### src/rtl/core/cau_pkg.sv
// ----------------------------------------------------------------------------
// cau_pkg
// Shared types and defaults for the complex fixed-point arithmetic unit.
// ----------------------------------------------------------------------------
package cau_pkg;

    localparam int DATA_WIDTH_DEF = 16;
    localparam int FRAC_BITS_DEF  = 8;
    localparam int QUEUE_DEPTH    = 4;

    typedef enum logic [1:0] {
        OP_ADD = 2'd0,
        OP_SUB = 2'd1,
        OP_MUL = 2'd2,
        OP_DIV = 2'd3
    } t_req_op;

    typedef struct packed {
        logic is_add;
        logic is_sub;
        logic is_mul;
        logic is_div;
    } t_req_cls;

    localparam int CLS_BITS = $bits(t_req_cls);

endpackage

### src/rtl/core/cau_queue.sv
// ----------------------------------------------------------------------------
// cau_queue
// Short FIFO between the front and the execution pipeline.
// ----------------------------------------------------------------------------
module cau_queue #(
    parameter int ITEM_WIDTH = 8,
    parameter int DEPTH      = cau_pkg::QUEUE_DEPTH
) (
    input  logic                  i_clk,
    input  logic                  i_rst_n,
    input  logic                  i_push,
    input  logic [ITEM_WIDTH-1:0] i_item,
    input  logic                  i_pop,
    output logic [ITEM_WIDTH-1:0] o_item,
    output logic                  o_empty,
    output logic                  o_full
);

    localparam int AW = (DEPTH > 1) ? $clog2(DEPTH) : 1;
    localparam int CW = $clog2(DEPTH + 1);

    logic [ITEM_WIDTH-1:0] r_mem [DEPTH];
    logic [AW-1:0]         r_wptr, n_wptr;
    logic [AW-1:0]         r_rptr, n_rptr;
    logic [CW-1:0]         r_cnt,  n_cnt;

    always_comb begin
        n_wptr = r_wptr;
        n_rptr = r_rptr;
        n_cnt  = r_cnt;
        if (i_push) begin
            n_wptr = (r_wptr == AW'(DEPTH - 1)) ? '0 : r_wptr + 1'b1;
        end
        if (i_pop) begin
            n_rptr = (r_rptr == AW'(DEPTH - 1)) ? '0 : r_rptr + 1'b1;
        end
        if (i_push && !i_pop) begin
            n_cnt = r_cnt + 1'b1;
        end else if (!i_push && i_pop) begin
            n_cnt = r_cnt - 1'b1;
        end
    end

    always_ff @(posedge i_clk) begin
        if (!i_rst_n) begin
            r_wptr <= '0;
            r_rptr <= '0;
            r_cnt  <= '0;
        end else begin
            r_wptr <= n_wptr;
            r_rptr <= n_rptr;
            r_cnt  <= n_cnt;
        end
    end

    always_ff @(posedge i_clk) begin
        if (i_push) begin
            r_mem[r_wptr] <= i_item;
        end
    end

    assign o_item  = r_mem[r_rptr];
    assign o_empty = (r_cnt == '0);
    assign o_full  = (r_cnt == CW'(DEPTH));

endmodule

### config.mk
export PLATFORM = sky130hd
export DESIGN_NAME = cau_queue
export DESIGN_NICKNAME = d
export VERILOG_FILES = /design/src/rtl/core/cau_pkg.sv /design/src/rtl/core/cau_queue.sv
export SDC_FILE = /design/constraint.sdc
export NUM_CORES = 1
export LEC_CHECK = 0
export BUFFER_PORTS_ARGS = -buffer_cell sky130_fd_sc_hd__buf_2
export CORE_MARGIN = 8
export CORE_UTILIZATION = 55
export DETAILED_ROUTE_END_ITERATION = 10
export PLACE_DENSITY = 0.78
export REMOVE_ABC_BUFFERS = 1
export SLEW_MARGIN = 15
export SYNTH_ARGS = -nofsm -noshare
export SYNTH_HDL_FRONTEND = slang
export SYNTH_SLANG_ARGS = --single-unit
### constraint.sdc
create_clock -name i_clk -period 1.5 [get_ports i_clk]
set_input_delay 0.075 -clock i_clk [delete_from_list [all_inputs] [get_ports i_clk]]
set_output_delay 0.075 -clock i_clk [all_outputs]
set_load 0.005 [all_outputs]
* After elaboration in Yosys (flattened, before gate mapping)
Memories as Yosys holds them, arrays and structs flattened. A register that Yosys moved wholly into a read port is not among the register bits.
Index checks and enable logic that the tools add are counted.
** Word-level totals
- Register bits after elaboration :: 7
- Latch bits :: 0
- Memory bits (writable) :: 32
- ROM bits :: 0
- Input bits :: 12
- Output and inout port bits :: 10
- Word-level logic and storage cells :: 25
- Memories :: 1
** Cells by class
- Add/sub/neg operators :: 4
- Multiply operators :: 0
- Div/mod/pow operators :: 0
- $lt $le $gt $ge :: 0
- Equality and inequality tests :: 3
- Shifts and indexed selects :: 0
- Multiplexer cells :: 8
- Bitwise gates (word level) :: 0
- Reduce and logical (&&, ||, !) cells :: 6
** Memory list
- r_mem :: words 4, width 8, read ports 1, clocked after memory_dff 1, wr ports 1, RTL line cau_queue.sv:22 : logic [ITEM_WIDTH-1:0] r_mem [DEPTH];
** Operators by type and width (number)
- $mux W2 :: 4
- $mux W3 :: 2
- $add A2 B1 Y2 const B :: 2
- $eq A2 B2 Y1 const B :: 2
- $add A3 B1 Y3 const B :: 1
- $eq A3 B3 Y1 const B :: 1
- $logic_not A3 Y1 :: 1
- $sub A3 B1 Y3 const B :: 1
- $logic_and A1 B1 Y1 :: 2
- $logic_not A1 Y1 :: 2
- $mux W1 :: 2
- $reduce_bool A2 Y1 :: 1

* Depth between registers and ports, before layout
- Depth after elaboration :: 4
- Gate-level depth with buffers :: 7
- Mapped depth without buffers :: 7

* Worst setup path after synthesis
Ideal clock, no wire load.
- Path kind :: reg-to-reg
- Start :: reg r_cnt[0]
- End :: reg r_cnt[2]
- Setup time :: 0.070 ns
- Arrival :: 1.323 ns
- Data required time :: 1.430 ns
- Setup slack :: 0.107 ns
- Cell stages (with the launch flop) :: 5
- Buffers on the path :: 0
- Period minus slack after synthesis :: 1.393 ns
- Cells stage by stage :: dfxtp_1 -> fa_1 -> xor2_1 -> or3_1 -> a21boi_1
** Between the ends
- Longest elaborated chain between the ends :: 3
- Elaborated cells between the ends (all ways) :: 4
- Those cells by class :: add/sub (2); mux (2)
** Ends and longest elaborated chain
- start: declaration :: RTL line cau_queue.sv:25 : logic [CW-1:0] r_cnt, n_cnt;
- start signal: assignment :: RTL line cau_queue.sv:52 : r_cnt <= n_cnt;
- $sub A3 B1 Y3 :: RTL line cau_queue.sv:40 : n_cnt = r_cnt - 1'b1;
- $mux W3 :: RTL line cau_queue.sv:39 : end else if (!i_push && i_pop) begin
- $mux W3 * :: RTL line cau_queue.sv:37 : if (i_push && !i_pop) begin
Mark *: on every way between the ends. The rest lies on a longest branch, timed or not. The select of a mux whose other input is x is not followed.
A chain may end at the register's enable or synchronous reset.

==> results by group <==
Timing
  • Fin. max-slew vios: 0
  • Tmin final: 1.564 ns
  • Max-slew headroom: 72.02%
  • Setup ws final: -0.06382 ns
  • RSZ-0062 raised after global routing: true
  • Tcrit/Tclk final: 104.3%
  • FMAX: 0.6395 GHz
  • Endpoints failing hold: 0
  • Final hold slack: 0.07935 ns
  • Clk_skew: 0.005318 ns
  • Final setup violating endpoints: 8
  • Worst-margin pin slew: 0.4197 ns

Placed design
  • DP HPWL: 1769 um
  • Routability Congestion: 0.6812
  • Cells after DPL: 141
  • IO buf count: 21

Floorplan
  • Row count: 19
  • Starting Density: 58.07%
  • Die Span Y: 70.20 um
  • Die ar.: 4927 um2
  • I/O Pins: 22
  • Placeable Area: 2781 um2
  • Die Span X: 70.20 um

Cells and area
  • Non-filler cells, final: 159
  • Syn-to-layout area delta: 22.70%
  • ANT cells: 0
  • Nets: 146
  • Post-layout util: 71.26%
  • Share of layout cells above drive strength 1: 36.72%

Setup path
  • CP Data Required Time: 1.42 ns
  • Critical Path End Type: primary output
  • Setup CP Type: flip-flop to primary output
  • Critical Path, Cell by Cell: buf_12 -> mux4_2 -> buf_2
  • CP Max Fanout: 8
  • Critical-path top delay cell: mux4_2
  • Critical path arrival: 1.49 ns
  • Startpoint Class: flip-flop
  • Worst path max stage delay: 0.50 ns
  • Reg-to-reg critical path startpoint: r_cnt[0]

Worst hold path
  • Hold_sp: i_pop
  • Min-delay worst type: primary input to flip-flop

GRT
  • Initial antenna violation count: 0
  • Largest net degree at the start of global routing: 14
  • Gr ovfl total: 0
  • Vias in the first global route: 935
  • First-pass GRT wire length: 4284 um
  • All-layer global routing usage: 11.38%

Detailed routing
  • Iteration-0 DRC Markers: 39
  • Post-route ant nets: 0
  • DRT Wirelength: 2574 um
  • Via count: 840
  • Met1 WL: 1072 um
  • Post-route DRC: 0
  • Metal2 WL: 1315 um
  • DR pass1 iterations: 4
  • Avg Vias per Cell: 5.283
  • WL per Instance: 16.19 um
  • Met3 routed WL: 115 um
  • Highest Signal Layer: met4

Power and ir drop
  • PD cells: 1166 nW/um2
  • Static Leak: 0.7511 nW
  • Max VDD drop: 1172 uV

Synth
  • Warning count from the yosys run: 0
  • Synth top area share: 59.49%
  • Mean post-synth cell area: 18.78 um2
  • Area leader, netlist: edfxtp_1
  • Flop and latch count out of synthesis: 41
  • Syn Std Cell Area: 1615 um2
  • Cells after Synth: 86
  • Distinct cell type count after synthesis: 20
  • Top cells by area, synth: edfxtp_1, dfxtp_1, mux4_2, ha_1, mux2i_1
  • Post-synthesis sequential area ratio: 70.64%

Clock tree
  • Clk_lat worst skew: 0.35 ns
  • Clock root buffer: clkbuf_4
  • CTS Buf Count: 5
  • Clock Sinks: 41
  • CTS HTree Levels: 2
  • Worst-path clk slew: 0.12 ns
  • Clk buf depth: 2
  • CTS tree: done

Outcome
  • Failing checks: negative setup slack
  • Status: finished, violations left

Job
  • MaxCap Viol Count: 0
## layout make-up
cell class              count  area [um2]
fillers                   182       799.5
repair buffers             36       252.7
clock inverters             1       6.256
well taps                  31       38.79
clock buffers               7       76.32
multi-input cells          39       445.4
flip-flops and latches     41        1147
inverters                   4       15.01
## per-layer routing
metal | GRT usage (%) | up-vias
li1 | - | 409
met3 | 4.237 | 8
met1 | 12.27 | 404
met5 | 0 | -
met2 | 18.17 | 19
met4 | 7.813 | 0
## power by group
part	switching, mW	total, mW	internal (mW)	leakage, nW
sequential	0.0399	1.33	1.29	0.369
clock	0.350	0.681	0.331	0.0470
combinational	0.128	0.297	0.169	0.335
total	0.518	2.31	1.79	0.751
## cells in the mapped netlist
cell type,number
edfxtp_1,32
dfxtp_1,9
mux4_2,8
ha_1,6
and2_1,5
nor2b_1,5
inv_1,4
mux2i_1,4
nor3_1,2
a21boi_1,1
buf_6,1
clkbuf_2,1
fa_1,1
nor2_1,1
nor3b_1,1
o21a_1,1
o21ai_0,1
or3_1,1
xnor2_1,1
xor2_1,1
## critical path: cells and delay by family, from the launching register on
kind	cells	cell delay (ns)
buf+inv	2	0.27
flops	1	0.36
mux	1	0.50
## state kept, by name, summed over array words and instances (netlist names), named ones only
register / cells
r_cnt: 3
r_mem: 32
r_rptr: 2
r_wptr: 2
## final timing paths
kind / to / slack [ns] / cells after the start
max: o_item[2] / -0.06 / 3
min: flip-flop / 0.08 / 3
max reg2reg: r_cnt[2] / 0.08 / 4
min reg2reg: r_cnt[2] / 0.55 / 2
## stage by stage
stage	setup TNS, ns	worst slack, ns	power (mW)	instance area (um2)
floorplan	0	0.1072	1.502	1599
global placement	0	0.03191	1.609	1793
detailed placement	-0.03954	-0.03954	1.630	1793
CTS	-0.5852	-0.08931	2.326	1967
global route	-1.035	-0.1472	2.413	1982
finish	-0.3678	-0.06382	2.312	1982
## layout by cell type (no fill, tap or decap)
cell type | netlist | final
nor3_1 | 2 | 2
dfxtp_1 | 9 | 6
nor2b_1 | 5 | 5
dfxtp_4 | 0 | 1
clkbuf_4 | 0 | 5
fa_2 | 0 | 1
mux2i_1 | 4 | 4
a21boi_1 | 1 | 1
o21ai_0 | 1 | 1
inv_1 | 4 | 4
xnor2_1 | 1 | 1
xor2_1 | 1 | 1
nor2_1 | 1 | 1
and2_1 | 5 | 5
dlygate4sd3_1 | 0 | 9
o21a_1 | 1 | 1
clkbuf_16 | 0 | 1
buf_12 | 0 | 1
buf_2 | 0 | 21
edfxtp_1 | 32 | 32
ha_1 | 6 | 6
nor3b_1 | 1 | 1
buf_4 | 0 | 5
mux4_2 | 8 | 8
or3_1 | 1 | 1
inv_4 | 0 | 1
clkbuf_8 | 0 | 1
dfxtp_2 | 0 | 2
## timing repair
| action | 4_1_cts | 5_1_grt |
|---|---|---|
| resized for setup | 1 | 4 |
| hold buffers | 9 | 0 |
| setup buffers | 0 | 1 |
| pin swaps | 0 | 1 |
| endpoints found under the hold margin | 34 | 0 |
| endpoints found under the setup margin | 8 | 9 |
## logic make-up after synthesis
| logic type | after synthesis | synth area share [%] |
|---|---|---|
| compound gates | 3 | 1.239 |
| xor+xnor | 2 | 1.085 |
| fa+ha+maj | 7 | 5.887 |
| buf+inv | 6 | 1.936 |
| flops | 41 | 70.64 |
| mux | 12 | 13.63 |
| simple gates | 15 | 5.577 |
Power figures use the tool's default switching activity.
